**src/design/arpc_pkg.sv**
```systemverilog
`timescale 1ns / 1ps
package arpc_pkg;

  // Relay and client table sizes
  localparam int RELAY_COUNT = 2;
  localparam int MAX_CLIENTS = 8;

  // Input item codes
  localparam logic [1:0] CMD_MSG   = 2'd0;
  localparam logic [1:0] CMD_TICK  = 2'd1;
  localparam logic [1:0] CMD_WRITE = 2'd2;

  // Report kinds and sources
  localparam logic       KIND_STATE = 1'b0;
  localparam logic       KIND_ERROR = 1'b1;
  localparam logic [1:0] SRC_GATEWAY = 2'd0;
  localparam logic [1:0] SRC_CLIENT  = 2'd1;
  localparam logic [1:0] SRC_TIMER   = 2'd2;

  // Configuration register indexes
  localparam logic [0:0] REG_TRUSTED_MAC  = 1'd0;
  localparam logic [0:0] REG_CLIENT_COUNT = 1'd1;

  localparam logic [32:0] COUNTER_WINDOW = 33'd50;

  typedef struct packed {
    logic [1:0]  cmd;
    logic [47:0] sender_mac;
    logic [7:0]  channel;
    logic [31:0] msg_counter;
    logic [1:0]  relay_cmd;
    logic [31:0] push_ms;
    logic [15:0] battery;
    logic [2:0]  client_slot;
  } in_word_t;

  typedef struct packed {
    logic        report_kind;
    logic [1:0]  relay_id;
    logic        relay_on;
    logic [1:0]  source;
    logic [2:0]  client_index;
    logic [15:0] battery_out;
    logic [32:0] expected_low;
    logic [32:0] expected_high;
    logic [1:0]  relay_levels;
    logic        last;
  } out_word_t;

  // Classified job handed from front to back
  typedef enum logic [1:0] {
    JOB_TICK,
    JOB_RELAY,
    JOB_ERROR
  } job_kind_t;

  typedef struct packed {
    job_kind_t   kind;
    logic [7:0]  channel;
    logic [1:0]  relay_cmd;
    logic [31:0] push_ms;
    logic [1:0]  source;
    logic [2:0]  client_index;
    logic [15:0] battery;
    logic [32:0] expected_low;
  } job_t;

endpackage

```
**src/design/arpc_ram.sv**
```systemverilog
`timescale 1ns / 1ps
module arpc_ram #(
  parameter int WIDTH = 8,
  parameter int DEPTH = 8
) (
  input  logic                     clk,
  input  logic                     we,
  input  logic [$clog2(DEPTH)-1:0] waddr,
  input  logic [WIDTH-1:0]         wdata,
  input  logic [$clog2(DEPTH)-1:0] raddr,
  output logic [WIDTH-1:0]         rdata
);
  logic [WIDTH-1:0] mem [DEPTH];

  always_ff @(posedge clk) begin
    if (we) mem[waddr] <= wdata;
    rdata <= mem[raddr];
  end
endmodule

```
**src/design/arpc_front.sv**
```systemverilog
`timescale 1ns / 1ps
module arpc_front (
  input  logic              clk,
  input  logic              rst,
  input  logic              start,
  input  arpc_pkg::in_word_t item,
  output logic              front_busy,
  input  logic [47:0]       trusted_mac,
  input  logic [3:0]        client_count,
  output logic              job_valid,
  output arpc_pkg::job_t    job,
  input  logic              job_ready
);
  import arpc_pkg::*;

  localparam int AW = (MAX_CLIENTS > 1) ? $clog2(MAX_CLIENTS) : 1;
  localparam int CW = $clog2(MAX_CLIENTS + 1);

  typedef enum logic [2:0] {S_IDLE, S_READ, S_CMP, S_PUSH} state_t;

  state_t      state;
  in_word_t    cur;
  logic [CW-1:0] idx;
  logic [CW-1:0] lim;
  logic [AW-1:0] raddr, waddr;
  logic        we;
  logic [47:0] wmac, rmac;
  logic [31:0] wctr, rctr;
  logic [32:0] last_ext, ctr_ext;

  assign front_busy = (state != S_IDLE);
  assign raddr = idx[AW-1:0];
  assign last_ext = {1'b0, rctr};
  assign ctr_ext = {1'b0, cur.msg_counter};

  // Table write: entry writes from idle, counter update on a good compare
  always_comb begin
    we = 1'b0;
    waddr = item.client_slot[AW-1:0];
    wmac = item.sender_mac;
    wctr = item.msg_counter;
    if (state == S_IDLE && start && item.cmd == CMD_WRITE &&
        {29'd0, item.client_slot} < MAX_CLIENTS) begin
      we = 1'b1;
    end else if (state == S_CMP && rmac == cur.sender_mac &&
                 ctr_ext > last_ext && ctr_ext <= last_ext + COUNTER_WINDOW) begin
      we = 1'b1;
      waddr = idx[AW-1:0];
      wmac = rmac;
      wctr = cur.msg_counter;
    end
  end

  arpc_ram #(.WIDTH(48), .DEPTH(MAX_CLIENTS)) u_macs (
    .clk(clk), .we(we), .waddr(waddr), .wdata(wmac), .raddr(raddr), .rdata(rmac));
  arpc_ram #(.WIDTH(32), .DEPTH(MAX_CLIENTS)) u_ctrs (
    .clk(clk), .we(we), .waddr(waddr), .wdata(wctr), .raddr(raddr), .rdata(rctr));

  // Sequencer: classify, then search client table one entry at a time, a read state then a compare state per entry
  always_ff @(posedge clk) begin
    if (rst) begin
      state <= S_IDLE;
      job_valid <= 1'b0;
    end else begin
      case (state)
        S_IDLE: begin
          if (start) begin
            cur <= item;
            idx <= '0;
            lim <= (client_count > MAX_CLIENTS) ? CW'(MAX_CLIENTS) : CW'(client_count);
            job.kind <= JOB_TICK;
            job.channel <= item.channel;
            job.relay_cmd <= item.relay_cmd;
            job.push_ms <= item.push_ms;
            job.source <= SRC_GATEWAY;
            job.client_index <= '0;
            job.battery <= '0;
            job.expected_low <= '0;
            if (item.cmd == CMD_TICK) begin
              job_valid <= 1'b1;
              state <= S_PUSH;
            end else if (item.cmd == CMD_MSG && {24'd0, item.channel} <= RELAY_COUNT) begin
              if (item.sender_mac == trusted_mac) begin
                job.kind <= JOB_RELAY;
                job_valid <= (item.channel != 8'd0);
                state <= (item.channel != 8'd0) ? S_PUSH : S_IDLE;
              end else begin
                state <= S_READ;
              end
            end
          end
        end
        S_READ: begin
          if (idx >= lim) state <= S_IDLE;
          else state <= S_CMP;
        end
        S_CMP: begin
          if (rmac == cur.sender_mac) begin
            job.source <= SRC_CLIENT;
            job.client_index <= 3'(idx);
            if (we) begin
              job.kind <= JOB_RELAY;
              job.battery <= cur.battery;
              job_valid <= (cur.channel != 8'd0);
              state <= (cur.channel != 8'd0) ? S_PUSH : S_IDLE;
            end else begin
              job.kind <= JOB_ERROR;
              job.expected_low <= last_ext + 33'd1;
              job_valid <= 1'b1;
              state <= S_PUSH;
            end
          end else begin
            idx <= idx + CW'(1);
            state <= S_READ;
          end
        end
        S_PUSH: begin
          if (job_ready) begin
            job_valid <= 1'b0;
            state <= S_IDLE;
          end
        end
        default: state <= S_IDLE;
      endcase
    end
  end
endmodule

```
**src/design/arpc_queue.sv**
```systemverilog
`timescale 1ns / 1ps
module arpc_queue (
  input  logic           clk,
  input  logic           rst,
  input  logic           in_valid,
  input  arpc_pkg::job_t in_job,
  output logic           in_ready,
  output logic           out_valid,
  output arpc_pkg::job_t out_job,
  input  logic           out_ready
);
  import arpc_pkg::*;

  // Two-entry queue between classifier and executor
  job_t     slots [2];
  logic     wp, rp;
  logic [1:0] fill;
  logic     push, pop;

  assign in_ready = (fill != 2'd2);
  assign out_valid = (fill != 2'd0);
  assign out_job = slots[rp];
  assign push = in_valid && in_ready;
  assign pop = out_valid && out_ready;

  always_ff @(posedge clk) begin
    if (push) slots[wp] <= in_job;
    if (rst) begin
      wp <= 1'b0;
      rp <= 1'b0;
      fill <= '0;
    end else begin
      if (push) wp <= ~wp;
      if (pop) rp <= ~rp;
      fill <= fill + {1'b0, push} - {1'b0, pop};
    end
  end
endmodule

```
**src/design/arpc_back.sv**
```systemverilog
`timescale 1ns / 1ps
module arpc_back (
  input  logic               clk,
  input  logic               rst,
  input  logic               job_valid,
  input  arpc_pkg::job_t     job,
  output logic               job_ready,
  output logic               back_busy,
  output logic               result_valid,
  output arpc_pkg::out_word_t result,
  output logic [arpc_pkg::RELAY_COUNT-1:0] levels
);
  import arpc_pkg::*;

  localparam int RW = (RELAY_COUNT > 1) ? $clog2(RELAY_COUNT) : 1;

  typedef enum logic [1:0] {S_IDLE, S_TICK, S_PULSE} state_t;

  state_t      state;
  job_t        cur;
  logic [31:0] countdown [RELAY_COUNT];
  logic [RW-1:0] ri;
  logic [RW-1:0] tick_i;
  logic        any_left;
  logic [RELAY_COUNT-1:0] lv_on, lv_off;

  assign job_ready = (state == S_IDLE);
  assign back_busy = (state != S_IDLE);
  assign ri = RW'(job.channel - 8'd1);

  // Set or clear one relay bit
  always_comb begin
    lv_on = levels;
    lv_off = levels;
    lv_on[ri] = 1'b1;
    lv_off[ri] = 1'b0;
  end

  // Any later relay in the tick scan that will still release
  always_comb begin
    any_left = 1'b0;
    for (int k = 0; k < RELAY_COUNT; k++)
      if (k > int'(tick_i) && countdown[k] == 32'd1) any_left = 1'b1;
  end

  function automatic out_word_t mk(logic kind, logic [1:0] num, logic on,
                                   logic [1:0] src, logic [2:0] cidx,
                                   logic [15:0] bat, logic [32:0] lo,
                                   logic [1:0] lvl, logic lst);
    out_word_t w;
    w.report_kind = kind;
    w.relay_id = num;
    w.relay_on = on;
    w.source = src;
    w.client_index = cidx;
    w.battery_out = bat;
    w.expected_low = lo;
    w.expected_high = (kind == KIND_ERROR) ? lo + COUNTER_WINDOW - 33'd1 : 33'd0;
    w.relay_levels = lvl;
    w.last = lst;
    return w;
  endfunction

  // Executor: at most one report per cycle
  always_ff @(posedge clk) begin
    if (rst) begin
      state <= S_IDLE;
      result_valid <= 1'b0;
      levels <= '0;
      for (int k = 0; k < RELAY_COUNT; k++) countdown[k] <= '0;
      tick_i <= '0;
    end else begin
      result_valid <= 1'b0;
      case (state)
        S_IDLE: begin
          if (job_valid) begin
            cur <= job;
            case (job.kind)
              JOB_TICK: begin
                tick_i <= '0;
                state <= S_TICK;
              end
              JOB_ERROR: begin
                result_valid <= 1'b1;
                result <= mk(KIND_ERROR, 2'd0, 1'b0, job.source, job.client_index,
                             16'd0, job.expected_low, 2'(levels), 1'b1);
              end
              JOB_RELAY: begin
                if (job.relay_cmd <= 2'd1) begin
                  result_valid <= 1'b1;
                  levels <= job.relay_cmd[0] ? lv_on : lv_off;
                  result <= mk(KIND_STATE, job.channel[1:0], job.relay_cmd[0],
                               job.source, job.client_index, job.battery, 33'd0,
                               2'(job.relay_cmd[0] ? lv_on : lv_off),
                               !(job.push_ms > 32'd1));
                  if (job.push_ms > 32'd1) state <= S_PULSE;
                end else if (job.push_ms > 32'd1) begin
                  state <= S_PULSE;
                end
              end
              default: ;
            endcase
          end
        end
        S_PULSE: begin
          countdown[RW'(cur.channel - 8'd1)] <= cur.push_ms;
          levels[RW'(cur.channel - 8'd1)] <= 1'b1;
          result_valid <= 1'b1;
          result <= mk(KIND_STATE, cur.channel[1:0], 1'b1, cur.source,
                       cur.client_index, cur.battery, 33'd0,
                       2'(levels | (RELAY_COUNT'(1) << RW'(cur.channel - 8'd1))), 1'b1);
          state <= S_IDLE;
        end
        S_TICK: begin
          if (countdown[tick_i] != 32'd0) begin
            countdown[tick_i] <= countdown[tick_i] - 32'd1;
            if (countdown[tick_i] == 32'd1) begin
              levels[tick_i] <= 1'b0;
              result_valid <= 1'b1;
              result <= mk(KIND_STATE, 2'(tick_i) + 2'd1, 1'b0, SRC_TIMER, 3'd0,
                           16'd0, 33'd0,
                           2'(levels & ~(RELAY_COUNT'(1) << tick_i)), !any_left);
            end
          end
          if (int'(tick_i) == RELAY_COUNT - 1) state <= S_IDLE;
          else tick_i <= tick_i + RW'(1);
        end
        default: state <= S_IDLE;
      endcase
    end
  end
endmodule

```
**src/design/authenticated_relay_pulse_controller.sv**
```systemverilog
`timescale 1ns / 1ps
// Relay controller with authenticated commands. One item is taken while busy is low;
// a client message runs the client table search, which reads one entry of the
// registered-read table memory at a time, with a read state and a compare state.
// Reports appear on result with result_valid high for one cycle each and cannot be
// held off; at most two come from one item, in consecutive cycles. relay_levels
// shows the drive levels.
module authenticated_relay_pulse_controller (
  input  logic                 clk,
  input  logic                 rst,
  input  logic                 start,
  output logic                 busy,
  input  arpc_pkg::in_word_t   item,
  output logic                 result_valid,
  output arpc_pkg::out_word_t  result,
  output logic [arpc_pkg::RELAY_COUNT-1:0] relay_levels,
  input  logic                 cfg_valid,
  output logic                 cfg_ready,
  input  logic                 cfg_index,
  input  logic [47:0]          cfg_data
);
  import arpc_pkg::*;

  logic [47:0] trusted_mac;
  logic [3:0]  client_count;
  logic        front_busy, back_busy;
  logic        fj_valid, fj_ready, bj_valid, bj_ready;
  job_t        fj, bj;
  logic        q_pending;

  assign cfg_ready = 1'b1;
  assign q_pending = bj_valid;
  assign busy = front_busy || back_busy || q_pending;

  // Configuration registers
  always_ff @(posedge clk) begin
    if (rst) begin
      trusted_mac <= '0;
      client_count <= '0;
    end else if (cfg_valid) begin
      case (cfg_index)
        REG_TRUSTED_MAC:  trusted_mac <= cfg_data;
        REG_CLIENT_COUNT: client_count <= cfg_data[3:0];
        default: ;
      endcase
    end
  end

  arpc_front u_front (
    .clk(clk), .rst(rst), .start(start && !busy), .item(item), .front_busy(front_busy),
    .trusted_mac(trusted_mac), .client_count(client_count),
    .job_valid(fj_valid), .job(fj), .job_ready(fj_ready));

  arpc_queue u_queue (
    .clk(clk), .rst(rst), .in_valid(fj_valid), .in_job(fj), .in_ready(fj_ready),
    .out_valid(bj_valid), .out_job(bj), .out_ready(bj_ready));

  arpc_back u_back (
    .clk(clk), .rst(rst), .job_valid(bj_valid), .job(bj), .job_ready(bj_ready),
    .back_busy(back_busy), .result_valid(result_valid), .result(result),
    .levels(relay_levels));

  // A report never appears while the block is idle with nothing queued
  a_no_stray: assert property (@(posedge clk) disable iff (rst)
    (!$past(busy) && !$past(start)) |-> !result_valid)
    else $error("report without work");
  // Error reports carry no relay number
  a_err_num: assert property (@(posedge clk) disable iff (rst)
    (result_valid && result.report_kind == KIND_ERROR) |-> result.relay_id == 2'd0)
    else $error("error report with relay number");
  // Reported levels match the driven levels
  a_levels: assert property (@(posedge clk) disable iff (rst)
    result_valid |-> result.relay_levels == 2'(relay_levels))
    else $error("report levels differ");
endmodule

```
**config.mk**
```make
export PLATFORM = sky130hd
export DESIGN_NAME = authenticated_relay_pulse_controller
export DESIGN_NICKNAME = d
export VERILOG_FILES = /design/src/design/arpc_pkg.sv /design/src/design/arpc_ram.sv /design/src/design/arpc_front.sv /design/src/design/arpc_queue.sv /design/src/design/arpc_back.sv /design/src/design/authenticated_relay_pulse_controller.sv
export SDC_FILE = /design/constraint.sdc
export NUM_CORES = 2
export LEC_CHECK = 0
export BUFFER_PORTS_ARGS = -buffer_cell sky130_fd_sc_hd__buf_2
export CAP_MARGIN = 20
export CORE_ASPECT_RATIO = 1.2
export CORE_UTILIZATION = 30
export CTS_CLUSTER_DIAMETER = 50
export DETAILED_ROUTE_END_ITERATION = 10
export GPL_TIMING_DRIVEN = 0
export PLACE_DENSITY = 0.52
export SLEW_MARGIN = 10
export SYNTH_ARGS = -nofsm -noshare
export SYNTH_HDL_FRONTEND = slang
export SYNTH_HIERARCHICAL = 1
export SYNTH_SLANG_ARGS = --single-unit
```
**constraint.sdc**
```tcl
create_clock -name clk -period 15.2 [get_ports clk]
set_clock_uncertainty 0.2 [all_clocks]
set_input_delay 0.76 -clock clk [delete_from_list [all_inputs] [get_ports clk]]
set_output_delay 0.76 -clock clk [all_outputs]
set_load 0.005 [all_outputs]
```
==> metrics.log <==
[metrics] Max rail drop VDD: 85.80 uV
[metrics] Least-Margin Pin Slew: between 1 and 1.5 ns
[metrics] insertion delay to the later sink of the worst-skew pair: 0.81 ns
[metrics] largest driver fanout on the critical path: 10
[metrics] LEAKAGE: ~24 nW
[metrics] maximum capacitance violations: 0
[metrics] number of setup buffers added after CTS: 0
[metrics] Synth warnings: 6
[metrics] IO Count: between 200 and 300
[metrics] number of endpoints failing setup at the final stage: 0
[metrics] final critical-path share of the clock period: 0.5256
[metrics] DR vias/cell: 4.797
[metrics] total of buffers placed on input and output ports: between 200 and 300
[metrics] register clock-pin slew on the reported worst setup and hold paths: 0.06 ns
[metrics] Placer Congestion: approximately 0.83
[metrics] FP Rows: around 180
[metrics] vias in the first global route: approximately 33,000
[metrics] number of instances in the synthesized netlist: 3,313
[metrics] Slew Viols, Final: 0
[metrics] highest-count cells in the layout ignoring fill and taps: edfxtp_1 (1,238), buf_2 (342), mux2_2 (190)
[metrics] final-layout fill cell count: about 18,000
[metrics] cell at the root of the clock tree: clkbuf_16
[metrics] clock buffers created by TritonCTS: ~160
[metrics] CP Capture Type: flip-flop
[metrics] Total Negative Setup Slacks: 0 ns
[metrics] post-DP HPWL: around 110,000 um
[metrics] global router's overall resource usage: 0.1595
[metrics] DRT Pass-1 Iters: 5
[metrics] Detailed Route WL: 155,900 um
[metrics] area delta synth->final: 21.84%
[metrics] Critical Path RT: ~16 ns
[metrics] Post-Synthesis Cell Area: approximately 0.057 sq mm
[metrics] # DRC: 0
[metrics] antenna violations before repair: 20
[metrics] maximum buffer depth of the clock tree: 3
[metrics] via total after detailed routing: roughly 32,000
[metrics] critical path data arrival time: 8.30 ns
[metrics] number of nets in the synthesized netlist: roughly 3,600
[metrics] post-route insts no fill: 6,596
[metrics] die span in x: 401.3 um
[metrics] number of DRC markers in iteration 0: roughly 2,400
[metrics] final instance area: roughly 0.07 sq mm
[metrics] overall power of the completed layout: ~10 mW
[metrics] final net count: between 4,000 and 5,000
[metrics] core area: between 0.15 and 0.2 sq mm
[metrics] die outline area: roughly 0.19 sq mm
[metrics] worst setup path class: reg -> reg
[metrics] remaining antenna violation count: 0
[metrics] Worst slew margin: 0.2510
[metrics] final hold vios: 0
[metrics] number of instances in the placed design: ~6,100
[metrics] global route overflow: 0
[metrics] CTS H-tree depth: 4
[metrics] initial core utilization: 0.3023
[metrics] mean area per synthesized cell: 17.32 sq um
[metrics] final core utilization: 0.3683
[metrics] routed len/inst: about 24 um
[metrics] final period demand of the worst path: ~8 ns
[metrics] CTS Hold Buffers Added: between 150 and 200
[metrics] most frequent standard cell in the layout excluding fill and tap cells: edfxtp_1
[metrics] clock net sink count: roughly 1,400
[metrics] unrepaired setup endpoints after global routing: false
[metrics] Resized cells post-CTS: 0
[metrics] power density over cell area: ~150 mW/mm^2
[metrics] critical path startpoint category: flip-flop
[metrics] status: completed
[metrics] largest net degree at the start of global routing: 51
[metrics] maximum clock rate: approximately 0.13 GHz
[metrics] first-pass GRT wire length: 225,500 um
[metrics] proportion of layout cells with a drive suffix above 1: 0.2708
[metrics] Area after DPL: around 0.063 sq mm
[metrics] height of the die: around 480 um
[metrics] TritonCTS clock tree: built
[metrics] path category of the worst min-delay check: in -> reg
==> path summary, 6_finish.rpt <==
check	start	end	slack (ns)	depth (start not counted)
setup / recovery	u_front/u_ctrs/rdata[16]	u_front/u_macs/mem[4][23]	7.21	22
hold / removal	item[125]	u_front/cur[125]	0.06	1
setup reg to reg	u_front/u_ctrs/rdata[16]	u_front/u_macs/mem[4][23]	7.21	22
hold reg to reg	u_front/job[52]	u_queue/slots[0][52]	0.23	0
==> cell type report <==
cell class / instances / area (sq um) / area share
antenna: 8 / 20.02 / 0.0002863
buffer: 152 / 922.1 / 0.01319
clock buffer: 196 / 4104 / 0.05869
clock inverter: 93 / 1051 / 0.01503
inverter: 69 / 259.0 / 0.003704
multi-input combinational: 1707 / 16260 / 0.2326
sequential: 1385 / 40120 / 0.5738
tap: 2478 / 3100 / 0.04434
timing repair buffer: 508 / 4083 / 0.05839
==> sequential cells by signal, summed over array words and instances, names as in the netlist, 2 cells and up, named ones only <==
signal                flops
u_back/countdown         64
u_front/cur              72
u_front/u_macs/rdata     48
u_front/u_ctrs/rdata     32
u_back/levels             2
u_front/job              89
u_front/state             2
u_back/result            94
client_count              4
u_back/cur               55
u_front/u_ctrs/mem      256
u_front/u_macs/mem      384
u_back/state              2
u_front/lim               4
u_queue/slots           184
u_front/ctr_ext          32
u_front/idx               4
trusted_mac              48
u_queue/fill              2
==> power by group <==
group / switching [mW] / internal (mW)
Sequential: 0.184 / 4.56
Clock: 1.63 / 2.11
Combinational: 1.04 / 0.732
==> worst max-delay path: stages (launching register included) <==
cell and delay (ns):
dfxtp_1 0.34, buf_2 0.23, nand2_1 0.15, nor4_1 0.68
nand4_1 0.34, nor3_1 0.47, xnor2_1 0.14, ha_1 0.31
nand4_1 0.13, nor4_1 0.85, nand4_1 0.17, o21a_1 0.17
o21ai_1 0.10, nor3b_4 0.84, buf_6 0.33, buf_6 0.25
or2_2 0.19, nand2_1 0.22, nor3_2 0.59, buf_6 0.24
buf_4 0.23, buf_4 0.24, buf_4 0.24
==> metrics by stage <==
stage	hold slack (ns)	setup slack [ns]
2_1_floorplan	0.2215	7.034
3_3_place_gp	0.2215	1.106
3_5_place_dp	0.2311	7.249
4_1_cts	0.001362	7.192
5_1_grt	0.01228	6.839
6_report	0.06355	7.211
==> metal layers <==
layer / up-vias / part of all wire / global-route usage
li1: 14350 / - / -
met1: 16260 / 0.46 / 0.2182
met2: 829 / 0.47 / 0.2603
met3: 183 / 0.049 / 0.03083
met4: 20 / 0.018 / 0.03798
met5: - / 0.00076 / 0
No activity file was read; power rests on OpenSTA's default activity.
